===== src/rtl/ehea_pkg.sv =====
// Shared widths and transaction types of the event hit energy adder.
`default_nettype none

package ehea_pkg;

   localparam int unsigned E_W    = 24;          // hit energy
   localparam int unsigned P_W    = 20;          // position coordinate
   localparam int unsigned S_W    = 30;          // energy sum
   localparam int unsigned W_W    = 50;          // weighted position sum
   localparam int unsigned PROD_W = E_W + P_W + 1;

   typedef struct packed {
      logic [E_W-1:0]        hit_energy;
      logic signed [P_W-1:0] hit_x;
      logic signed [P_W-1:0] hit_y;
      logic signed [P_W-1:0] hit_z;
      logic                  last_of_event;
   } req_type;

   typedef struct packed {
      logic [S_W-1:0]        sum_energy;
      logic signed [P_W-1:0] out_x;
      logic signed [P_W-1:0] out_y;
      logic signed [P_W-1:0] out_z;
   } rsp_type;

endpackage

`default_nettype wire


===== src/rtl/ehea_mac.sv =====
// Shared multiply and saturating accumulate unit for weighted position sums.
`default_nettype none

module ehea_mac
   import ehea_pkg::*;
(
   input  wire logic                  clock,
   input  wire logic                  issue,
   input  wire logic [E_W-1:0]        energy,
   input  wire logic signed [P_W-1:0] coord,
   input  wire logic signed [W_W-1:0] acc,
   output logic signed [W_W-1:0]      sum
);

   logic signed [PROD_W-1:0] prod_ff;
   logic signed [PROD_W-1:0] prod_in;
   logic signed [W_W:0]      prod_ext;
   logic signed [W_W:0]      total;

   // The product is registered; the add uses it in the following cycle.
   assign prod_in = $signed({1'b0, energy}) * coord;

   always_ff @(posedge clock) begin
      if (issue) begin
         prod_ff <= prod_in;
      end
   end

   assign prod_ext = {{(W_W + 1 - PROD_W){prod_ff[PROD_W-1]}}, prod_ff};
   assign total    = {acc[W_W-1], acc} + prod_ext;

   // Clamp to the signed range of the accumulator.
   always_comb begin
      if (total[W_W:W_W-1] == 2'b01) begin
         sum = {1'b0, {(W_W-1){1'b1}}};
      end else if (total[W_W:W_W-1] == 2'b10) begin
         sum = {1'b1, {(W_W-1){1'b0}}};
      end else begin
         sum = total[W_W-1:0];
      end
   end

endmodule

`default_nettype wire


===== src/rtl/ehea_div.sv =====
// Radix-2 restoring divider that forms a clamped centroid coordinate.
`default_nettype none

module ehea_div
   import ehea_pkg::*;
(
   input  wire logic                  clock,
   input  wire logic                  reset,
   input  wire logic                  start,
   input  wire logic signed [W_W-1:0] dividend,
   input  wire logic [S_W-1:0]        divisor,
   output logic                       done,
   output logic signed [P_W-1:0]      quotient
);

   localparam int unsigned CNT_W = $clog2(W_W);
   localparam logic [CNT_W-1:0] LAST_STEP = CNT_W'(W_W - 1);
   localparam logic [W_W-1:0] POS_LIMIT = W_W'((64'd1 << (P_W - 1)) - 64'd1);
   localparam logic [W_W-1:0] NEG_LIMIT = W_W'(64'd1 << (P_W - 1));

   logic             busy_ff, busy_in;
   logic             done_ff, done_in;
   logic [CNT_W-1:0] cnt_ff, cnt_in;
   logic [S_W-1:0]   rem_ff, rem_in;
   logic [W_W-1:0]   quo_ff, quo_in;
   logic [S_W-1:0]   den_ff, den_in;
   logic             neg_ff, neg_in;

   logic [S_W:0]     rem_sh;
   logic [S_W+1:0]   diff;
   logic             ge;

   assign rem_sh = {rem_ff, quo_ff[W_W-1]};
   assign diff   = {1'b0, rem_sh} - {2'b00, den_ff};
   assign ge     = ~diff[S_W+1];

   always_comb begin
      busy_in = busy_ff;
      done_in = 1'b0;
      cnt_in  = cnt_ff;
      rem_in  = rem_ff;
      quo_in  = quo_ff;
      den_in  = den_ff;
      neg_in  = neg_ff;
      if (start) begin
         busy_in = 1'b1;
         cnt_in  = '0;
         rem_in  = '0;
         neg_in  = dividend[W_W-1];
         quo_in  = dividend[W_W-1] ? W_W'(-dividend) : W_W'(dividend);
         den_in  = divisor;
      end else if (busy_ff) begin
         rem_in = ge ? diff[S_W-1:0] : rem_sh[S_W-1:0];
         quo_in = {quo_ff[W_W-2:0], ge};
         cnt_in = cnt_ff + 1'b1;
         if (cnt_ff == LAST_STEP) begin
            busy_in = 1'b0;
            done_in = 1'b1;
         end
      end
   end

   always_ff @(posedge clock) begin
      if (reset) begin
         busy_ff <= 1'b0;
         done_ff <= 1'b0;
         cnt_ff  <= '0;
      end else begin
         busy_ff <= busy_in;
         done_ff <= done_in;
         cnt_ff  <= cnt_in;
      end
      rem_ff <= rem_in;
      quo_ff <= quo_in;
      den_ff <= den_in;
      neg_ff <= neg_in;
   end

   assign done = done_ff;

   // Truncated quotient magnitude, signed and clamped to the coordinate range.
   always_comb begin
      if (!neg_ff && (quo_ff > POS_LIMIT)) begin
         quotient = {1'b0, {(P_W-1){1'b1}}};
      end else if (neg_ff && (quo_ff > NEG_LIMIT)) begin
         quotient = {1'b1, {(P_W-1){1'b0}}};
      end else if (neg_ff) begin
         quotient = P_W'(-quo_ff);
      end else begin
         quotient = quo_ff[P_W-1:0];
      end
   end

endmodule

`default_nettype wire


===== src/rtl/event_hit_energy_adder.sv =====
// Top level of the event hit energy adder: sequencer, event state and output register.
//
// The block takes the hits of one detector event, one transaction per hit, on the
// req_ channel (req_valid, req_stall, req_data). Zero-energy hits leave the sums unchanged.
// Each other hit adds to a saturating energy sum, adds its energy-weighted position
// to three saturating sums and may become the energy winner. On the hit flagged
// last_of_event the block sends one rsp_ transaction with the summed energy and
// either the winner position or the centroid, unless the energy sum is zero.
// The one-bit policy register is written over the csr_ channel, which is always
// ready; it selects winner (0) or centroid (1) and should only change while idle.
// A nonzero hit passes through one shared multiplier that serves x, y and z in turn
// (multiply, then accumulate); a zero-energy hit skips it.
// At the end of an event the winner policy stages the result directly, while the
// centroid policy runs one radix-2 divider over the three axes in turn.
// Results wait in an output register, so the next hit is accepted while a result
// is still stalled; a second result waits until that register has been taken.
// Synchronous reset clears the policy, the event sums and any pending result.
`default_nettype none

module event_hit_energy_adder
   import ehea_pkg::*;
(
   input  wire logic    clock,
   input  wire logic    reset,
   input  wire logic    req_valid,
   output logic         req_stall,
   input  wire req_type req_data,
   output logic         rsp_valid,
   input  wire logic    rsp_stall,
   output rsp_type      rsp_data,
   input  wire logic    csr_valid,
   output logic         csr_ready,
   input  wire logic    csr_data
);

   localparam logic [2:0] ST_IDLE = 3'd0;
   localparam logic [2:0] ST_MUL  = 3'd1;
   localparam logic [2:0] ST_ADD  = 3'd2;
   localparam logic [2:0] ST_END  = 3'd3;
   localparam logic [2:0] ST_DIV  = 3'd4;
   localparam logic [2:0] ST_OUT  = 3'd5;

   localparam logic [1:0] AX_X = 2'd0;
   localparam logic [1:0] AX_Y = 2'd1;
   localparam logic [1:0] AX_Z = 2'd2;

   logic [2:0] state_ff, state_in;
   logic [1:0] idx_ff, idx_in;
   logic       policy_ff, policy_in;

   logic [S_W-1:0]        energy_accum_ff, energy_accum_in;
   logic signed [W_W-1:0] wx_ff, wx_in;
   logic signed [W_W-1:0] wy_ff, wy_in;
   logic signed [W_W-1:0] wz_ff, wz_in;
   logic [E_W-1:0]        best_energy_ff, best_energy_in;
   logic signed [P_W-1:0] best_x_ff, best_x_in;
   logic signed [P_W-1:0] best_y_ff, best_y_in;
   logic signed [P_W-1:0] best_z_ff, best_z_in;

   req_type hit_ff, hit_in;
   rsp_type stage_ff, stage_in;
   rsp_type rsp_data_ff, rsp_data_in;
   logic    rsp_valid_ff, rsp_valid_in;

   logic                  accept;
   logic [S_W:0]          energy_sum;
   logic                  mac_issue;
   logic signed [P_W-1:0] mac_coord;
   logic signed [W_W-1:0] mac_acc;
   logic signed [W_W-1:0] mac_sum;
   logic [1:0]            rd_sel;
   logic                  div_start;
   logic                  div_done;
   logic signed [P_W-1:0] div_quotient;
   logic                  out_free;

   assign req_stall = (state_ff != ST_IDLE);
   assign accept    = req_valid && !req_stall;
   assign csr_ready = 1'b1;
   assign out_free  = !rsp_valid_ff || !rsp_stall;

   assign energy_sum = {1'b0, energy_accum_ff} + {{(S_W + 1 - E_W){1'b0}}, req_data.hit_energy};

   // One read port over the three weighted sums: the accumulate step uses the
   // current axis, a divider start uses the axis that is about to be divided.
   always_comb begin
      if (state_ff == ST_ADD) begin
         rd_sel = idx_ff;
      end else if (state_ff == ST_END) begin
         rd_sel = AX_X;
      end else begin
         rd_sel = idx_ff + 2'd1;
      end
   end

   always_comb begin
      case (rd_sel)
         AX_X:    mac_acc = wx_ff;
         AX_Y:    mac_acc = wy_ff;
         default: mac_acc = wz_ff;
      endcase
      case (idx_ff)
         AX_X:    mac_coord = hit_ff.hit_x;
         AX_Y:    mac_coord = hit_ff.hit_y;
         default: mac_coord = hit_ff.hit_z;
      endcase
   end

   assign mac_issue = (state_ff == ST_MUL);

   ehea_mac u_mac (
      .clock  (clock),
      .issue  (mac_issue),
      .energy (hit_ff.hit_energy),
      .coord  (mac_coord),
      .acc    (mac_acc),
      .sum    (mac_sum)
   );

   ehea_div u_div (
      .clock    (clock),
      .reset    (reset),
      .start    (div_start),
      .dividend (mac_acc),
      .divisor  (energy_accum_ff),
      .done     (div_done),
      .quotient (div_quotient)
   );

   always_comb begin
      state_in        = state_ff;
      idx_in          = idx_ff;
      policy_in       = policy_ff;
      energy_accum_in = energy_accum_ff;
      wx_in           = wx_ff;
      wy_in           = wy_ff;
      wz_in           = wz_ff;
      best_energy_in  = best_energy_ff;
      best_x_in       = best_x_ff;
      best_y_in       = best_y_ff;
      best_z_in       = best_z_ff;
      hit_in          = hit_ff;
      stage_in        = stage_ff;
      rsp_data_in     = rsp_data_ff;
      rsp_valid_in    = rsp_valid_ff && rsp_stall;
      div_start       = 1'b0;

      if (csr_valid) begin
         policy_in = csr_data;
      end

      unique case (state_ff)
         ST_IDLE: begin
            if (accept) begin
               hit_in = req_data;
               idx_in = AX_X;
               if (req_data.hit_energy != '0) begin
                  // Energy sum and winner update happen at acceptance.
                  energy_accum_in = energy_sum[S_W] ? {S_W{1'b1}} : energy_sum[S_W-1:0];
                  if (req_data.hit_energy > best_energy_ff) begin
                     best_energy_in = req_data.hit_energy;
                     best_x_in      = req_data.hit_x;
                     best_y_in      = req_data.hit_y;
                     best_z_in      = req_data.hit_z;
                  end
                  state_in = ST_MUL;
               end else begin
                  state_in = ST_END;
               end
            end
         end
         ST_MUL: begin
            state_in = ST_ADD;
         end
         ST_ADD: begin
            case (idx_ff)
               AX_X:    wx_in = mac_sum;
               AX_Y:    wy_in = mac_sum;
               default: wz_in = mac_sum;
            endcase
            if (idx_ff == AX_Z) begin
               state_in = ST_END;
            end else begin
               idx_in   = idx_ff + 2'd1;
               state_in = ST_MUL;
            end
         end
         ST_END: begin
            if (!hit_ff.last_of_event) begin
               state_in = ST_IDLE;
            end else if (energy_accum_ff == '0) begin
               // Empty event: nothing to report, the state is already clear.
               state_in = ST_IDLE;
            end else begin
               stage_in.sum_energy = energy_accum_ff;
               if (!policy_ff) begin
                  stage_in.out_x  = best_x_ff;
                  stage_in.out_y  = best_y_ff;
                  stage_in.out_z  = best_z_ff;
                  energy_accum_in = '0;
                  wx_in           = '0;
                  wy_in           = '0;
                  wz_in           = '0;
                  best_energy_in  = '0;
                  best_x_in       = '0;
                  best_y_in       = '0;
                  best_z_in       = '0;
                  state_in        = ST_OUT;
               end else begin
                  idx_in    = AX_X;
                  div_start = 1'b1;
                  state_in  = ST_DIV;
               end
            end
         end
         ST_DIV: begin
            if (div_done) begin
               case (idx_ff)
                  AX_X:    stage_in.out_x = div_quotient;
                  AX_Y:    stage_in.out_y = div_quotient;
                  default: stage_in.out_z = div_quotient;
               endcase
               if (idx_ff == AX_Z) begin
                  energy_accum_in = '0;
                  wx_in           = '0;
                  wy_in           = '0;
                  wz_in           = '0;
                  best_energy_in  = '0;
                  best_x_in       = '0;
                  best_y_in       = '0;
                  best_z_in       = '0;
                  state_in        = ST_OUT;
               end else begin
                  idx_in    = idx_ff + 2'd1;
                  div_start = 1'b1;
               end
            end
         end
         ST_OUT: begin
            // Hand the staged result to the output register once it is free.
            if (out_free) begin
               rsp_data_in  = stage_ff;
               rsp_valid_in = 1'b1;
               state_in     = ST_IDLE;
            end
         end
         default: begin
            state_in = ST_IDLE;
         end
      endcase
   end

   always_ff @(posedge clock) begin
      if (reset) begin
         state_ff        <= ST_IDLE;
         idx_ff          <= AX_X;
         policy_ff       <= 1'b0;
         rsp_valid_ff    <= 1'b0;
         energy_accum_ff <= '0;
         wx_ff           <= '0;
         wy_ff           <= '0;
         wz_ff           <= '0;
         best_energy_ff  <= '0;
         best_x_ff       <= '0;
         best_y_ff       <= '0;
         best_z_ff       <= '0;
      end else begin
         state_ff        <= state_in;
         idx_ff          <= idx_in;
         policy_ff       <= policy_in;
         rsp_valid_ff    <= rsp_valid_in;
         energy_accum_ff <= energy_accum_in;
         wx_ff           <= wx_in;
         wy_ff           <= wy_in;
         wz_ff           <= wz_in;
         best_energy_ff  <= best_energy_in;
         best_x_ff       <= best_x_in;
         best_y_ff       <= best_y_in;
         best_z_ff       <= best_z_in;
      end
      hit_ff      <= hit_in;
      stage_ff    <= stage_in;
      rsp_data_ff <= rsp_data_in;
   end

   assign rsp_valid = rsp_valid_ff;
   assign rsp_data  = rsp_data_ff;

   // The divider only finishes while the sequencer waits for it.
   assert property (@(posedge clock) disable iff (reset)
      div_done |-> (state_ff == ST_DIV))
      else $error("divider finished outside the divide phase");

   // A result is only staged for an event with a nonzero energy sum.
   assert property (@(posedge clock) disable iff (reset)
      (state_ff == ST_OUT) |-> (stage_ff.sum_energy != '0))
      else $error("staged result carries a zero energy sum");

   // Any nonzero energy sum implies a winner with nonzero energy.
   assert property (@(posedge clock) disable iff (reset)
      (energy_accum_ff != '0) |-> (best_energy_ff != '0))
      else $error("energy sum without an energy winner");

   // After the last hit the event state is cleared unless the divider runs.
   assert property (@(posedge clock) disable iff (reset)
      ((state_ff == ST_END) && hit_ff.last_of_event)
         |=> ((state_ff == ST_DIV) || (energy_accum_ff == '0)))
      else $error("event state not cleared at end of event");

   // A pending result is never overwritten while the receiver stalls.
   assert property (@(posedge clock) disable iff (reset)
      (rsp_valid_ff && rsp_stall) |=> (rsp_valid_ff && $stable(rsp_data_ff)))
      else $error("stalled result changed");

endmodule

`default_nettype wire

===== config.mk =====
export PLATFORM = sky130hd
export DESIGN_NAME = event_hit_energy_adder
export DESIGN_NICKNAME = d
export VERILOG_FILES = /design/src/rtl/ehea_pkg.sv /design/src/rtl/ehea_mac.sv /design/src/rtl/ehea_div.sv /design/src/rtl/event_hit_energy_adder.sv
export SDC_FILE = /design/constraint.sdc
export NUM_CORES = 2
export LEC_CHECK = 0
export BUFFER_PORTS_ARGS = -buffer_cell sky130_fd_sc_hd__buf_2
export CORE_MARGIN = 3
export CORE_UTILIZATION = 35
export DETAILED_ROUTE_END_ITERATION = 7
export SYNTH_ARGS = -nofsm -noshare
export SYNTH_HDL_FRONTEND = slang
export SYNTH_SLANG_ARGS = --single-unit

===== constraint.sdc =====
create_clock -name clock -period 20.3 [get_ports clock]
set_input_delay 2.03 -clock clock [delete_from_list [all_inputs] [get_ports clock]]
set_output_delay 2.03 -clock clock [all_outputs]
set_load 0.005 [all_outputs]

# Yosys cells after proc, flatten, opt, wreduce, memory -nomap -nowiden
# Index checks and enable logic that the tools add are counted.
[classes]
n_addsub = 7
multipliers = 1
n_lt_le_gt_ge = 3
eq_ne = 27
muxes = 96
n_bitwise = 3
reduce_logical = 36
[op_table]
columns = ["cell", "count"]
rows = [
  ["$mux W50", 13],
  ["$pmux W50 S3", 3],
  ["$mux W20", 20],
  ["$mux W30", 9],
  ["$mux W60", 4],
  ["$mux W24", 8],
  ["$pmux W20 S3", 3],
  ["$pmux W60 S2", 1],
  ["$pmux W50 S2", 1],
  ["$pmux W30 S3", 1],
  ["$pmux W24 S3", 1],
  ["$add A50 B45 Y51", 1],
  ["$gt A50 B19 Y1 const B", 1],
  ["$gt A50 B20 Y1 const B", 1],
  ["$neg A50 Y50", 1],
  ["$mul A25 B20 Y45", 1],
  ["$pmux W20 S2", 1],
  ["$sub A31 B30 Y32", 1],
  ["$add A30 B24 Y31", 1],
  ["$logic_not A30 Y1", 1],
  ["$gt A24 B24 Y1", 1],
  ["$reduce_and A6 Y1", 4],
  ["$reduce_bool A24 Y1", 1],
  ["$ne A2 B2 Y1 const B", 11],
  ["33 further kinds", 83],
]
[word_totals]
reg_bits = 700
in_bits = 91
out_inout_bits = 93

# Logic depth before layout (Yosys ltp)
[depth]
depth_word = 11
depth_mapped = 34
ltp_nobuf = 31

# Hierarchy
# From an unflattened synthesis, not the netlist that was laid out.
[hier_totals]
cells_unflattened = 5366
hier_area_um2 = 50596.0
[modules_own_cells]
columns = ["mod", "instances", "cells_per_inst", "area_each_um2", "seq_area_each_um2"]
rows = [
  ["event_hit_energy_adder", 1, 2042, 21488.1, 13382.8],
  ["ehea_mac", 1, 2417, 21084.0, 1351.3],
  ["ehea_div", 1, 907, 8023.9, 3193.1],
]

# Worst setup path after synthesis
# No wires, ideal clock.
[synth_timing]
path_type = "register to register"
start = "reg idx_ff[0]"
end = "reg u_mac.prod_ff[44], data pin"
setup_time_ps = 260
t_arrival_ps = 8285
t_required_ps = 20040
slack_ps = 11755
stages_incl_launch_ff = 29
path_buffers = 3
cell_sequence = "dfxtp_1 > ha_1 > clkbuf_1 > buf_1 > a22oi_1 > nand2_1 > clkbuf_1 > nand2_1 > fa_1 > fa_1 > inv_1 > fa_1 > inv_1 > fa_1 > fa_1 > fa_1 > inv_1 > fa_1 > ha_1 > a211oi_1 > o21ai_0 > a221o_1 > o21ai_0 > a21oi_1 > a2111oi_0 > o21bai_1 > a221oi_1 > o21ai_0 > xnor2_1"
[synth_between]
elab_chain_len = 3
[synth_lines]
columns = ["item", "line_no", "source"]
rows = [
  ["start: declaration", "event_hit_energy_adder.sv:48", "logic [1:0] idx_ff, idx_in;"],
  ["start signal: assignment", "event_hit_energy_adder.sv:269", "idx_ff <= idx_in;"],
  ["$eq A2 B1 Y1 / $logic_not A2 Y1 (equally long branches)", "event_hit_energy_adder.sv:102", "case (idx_ff)"],
  ["$pmux W20 S2 (*)", "event_hit_energy_adder.sv:102", ""],
  ["$mul A25 B20 Y45 (*)", "ehea_mac.sv:21", "assign prod_in = $signed({1'b0, energy}) * coord;"],
  ["named net u_mac.prod_in[44]", "ehea_mac.sv:16", "logic signed [PROD_W-1:0] prod_in;"],
  ["end signal: assignment", "ehea_mac.sv:25", "prod_ff <= prod_in;"],
  ["end: declaration", "ehea_mac.sv:15", "logic signed [PROD_W-1:0] prod_ff;"],
]
# Mark *: on every way through the listed nets, which the timed path passes. The rest lies on a longest branch.
# A chain may end at the register's enable or synchronous reset.

# Worst setup path in the final report
# Ends and elaborated chain as after synthesis.

==> impl_results.md <==
- GRT Total Usage: 0.192
- Max cap viols: 0
- Type of origin of the critical path: register
- Via-per-instance ratio: roughly 5.3
- Number of global-route vias before repair: around 37k
- Die ar.: around 150000 sq um
- Row Count: 138
- Die height: 384 um
- I/O pin count: 184
- Final hold vios: 0
- Clock Skew: between 40 and 50 ps
- Gate Count Post-Synth: 5262
- ANT nets after route: 0
- Commonest cells after routing, fill and taps aside: inv_1, nand2_1, a21oi_1
- Worst-Margin Slew: 1390 ps
- Routability Congestion: between 0.8 and 0.9
- Outcome: finished, final reports clean
- Synth Register Bits: 700
- Hold Path Class: register to register
- Slew Limit Fails: 0
- Synth async-reset ratio: 0
- Mapped Nets: slightly above 6k
- Worst EP arrival: roughly 11000 ps
- Synth warnings: 0
- Synth Flop Type: edfxtp_1
- Initial Utilization: 0.353
- Die Width: slightly below 400 um
- RSZ-0062 raised after global routing: no
- Mean Syn Cell Area: about 9.5 sq um
- CP max-delay cell: nor2_2
- Maximum clock path buffer count: 3
- Fillcell total: around 14k
- Critical Path RT: 20670 ps
- Cts hold-fix bufs: 0
- Crit. End Element: register
- Slowest stage delay, CP: 870 ps
- CTS buffer count: 76
- Residual DRC count: 0
- Reg clk slew, reported paths: roughly 60 ps
- Initial antenna violation count: 13
- Largest net degree at the start of global routing: 122
- Core Region: 142000 sq um
- Clock sinks: 700
- Post CTS Setup Buffer Count: 0
- DR vias: between 30k and 40k
- Clk Tree Root Cell: clkbuf_16
- Share of layout cells above drive strength 1: 0.0809
- Setup_tns: 0 ps
- Setup Crit Path Kind: register to register
- Critical-path maximum fanout: 24
- Reg area: between 15000 and 20000 sq um
- Congestion Overflow GR: 0
- Number of synthesized flops with an enable pin: about 400
- Area of the multi-input gates: 28600 sq um
- Post-CTS resize count: 0
- Synth unique cells: slightly below 90
- TritonRoute pass-1 iters: 6
- Period utilization: 0.509
- Slew HR: 0.0732
- First-pass GRT wire length: between 200000 and 250000 um
- Area growth from synthesis to layout: 10.7%
- Max H-tree Level: 3
- CP dominant cell by count: fa_1
- Wire per inst: 19.9 um
- Detailed Route Iter0 Violations: 3527
- CTS tree: done
- Routed WL: ~140000 um
- Register area share after synthesis: 0.358
- Crit path time final: between 10000 and 15000 ps
- Finish-stage setup viols: 0
- PortBufs: approximately 180
- Synth Cell Area: 50100 sq um
- Most common cell after layout, fill and taps aside: inv_1
- HPWL after DPL: approximately 110000 um
- Layout net count: roughly 6k
- Clk_lat worst skew: between 600 and 700 ps
- Highest achievable clock rate: a little under 0.1 GHz
==> critical path, delay by kind of cell, from the launching register on <==
family,cells,cell delay [ps]
and+or+nand+nor,4,1850
xor gates and xnor gates,1,150
AOI/OAI and AO/OA,9,2870
buffers and inverters,6,610
DFF,1,510
adders and majority gates,9,4000
==> path summary, 6_finish.rpt <==
kind,startpoint,end,slack [ps],cells past startpoint
min reg2reg,stage_ff[63],rsp_data[63],420,0
max reg2reg,idx_ff[0],u_mac.prod_ff[44],9970,29
max,idx_ff[0],u_mac.prod_ff[44],9970,29
min,stage_ff[63],rsp_data[63],420,0
==> through the flow <==
| stage | cells | worst slack (ps) | cell area [sq um] | utilization | hold slack (ps) |
|---|---|---|---|---|---|
| floorplan | 5262 | 11760 | 50100 | - | 400 |
| global placement | 7103 | 10210 | 52800 | 0.372 | 402 |
| detailed placement | 7103 | 9980 | 52800 | 0.372 | 405 |
| CTS | 7244 | 9910 | 55400 | 0.390 | 408 |
| global route | 7249 | 9260 | 55400 | 0.391 | 402 |
| finish | 7257 | 9970 | 55500 | 0.391 | 415 |
==> flip-flops by register name, indices dropped and copies added (netlist names), 2 cells and up <==
signal	cells
rsp_data	90
stage_ff	90
hit_ff	85
u_div.quo_ff	50
wx_ff	50
wy_ff	50
wz_ff	50
u_mac.prod_ff	45
energy_accum_ff	30
u_div.den_ff	30
u_div.rem_ff	30
best_energy_ff	24
best_x_ff	20
best_y_ff	20
best_z_ff	20
u_div.cnt_ff	6
state_ff	3
idx_ff	2
==> cell type report <==
class | instances | share of cell area
diodes | 13 | 0.000587
clock buffers | 109 | 0.0376
clock inverters | 32 | 0.00885
inverters | 679 | 0.0460
multi-input cells | 3587 | 0.516
flip-flops and latches | 700 | 0.323
well taps | 1890 | 0.0426
repair buffers | 247 | 0.0253
==> per-layer routing <==
layer  GRT usage  wire length [um]
met5           0                 0
met4      0.0601              4100
met3      0.0333             10500
met2       0.316             68600
met1       0.257             61100
==> Yosys cell counts (23+ instances only) <==
cell      number  area (sq um)
dfxtp_1      309          6190
o21ai_0      417          2090
mux2i_1       25           250
nand2_1      512          1920
ha_1         316          3950
nand3_1       47           235
xnor2_1      120          1050
a222oi_1      32           320
a21oi_1      452          2260
o31ai_1       23           173
a22o_1        28           245
nor2_1       209           785
nor3_1        44           220
o21a_1        54           405
inv_1        677          2540
and2_1       210          1310
fa_1         396          7930
nor4_1        30           188
or2_2         24           150
o21bai_1      28           210
clkbuf_1     262           983
a21o_1       100           751
nand4b_1      61           534
xor2_1        74           648
nand4_1       36           225
edfxtp_1     391         11700
nor2b_1       78           488
a31oi_1       25           156
==> cell families after synthesis <==
kind of cell             Yosys count  synth area share
AND/OR/NAND/NOR                 1334             0.134
AO/OA/AOI/OAI                   1317             0.157
buffers and inverters            975            0.0743
adder cells (fa/ha/maj)          712             0.237
flip-flops                       700             0.358
XOR/XNOR                         194            0.0339
multiplexers                      29           0.00597
other                              1         0.0000748
Power is left out: the tool's default activity adds up to more than one toggle a clock period on the data nets, which glitch-free logic cannot reach.
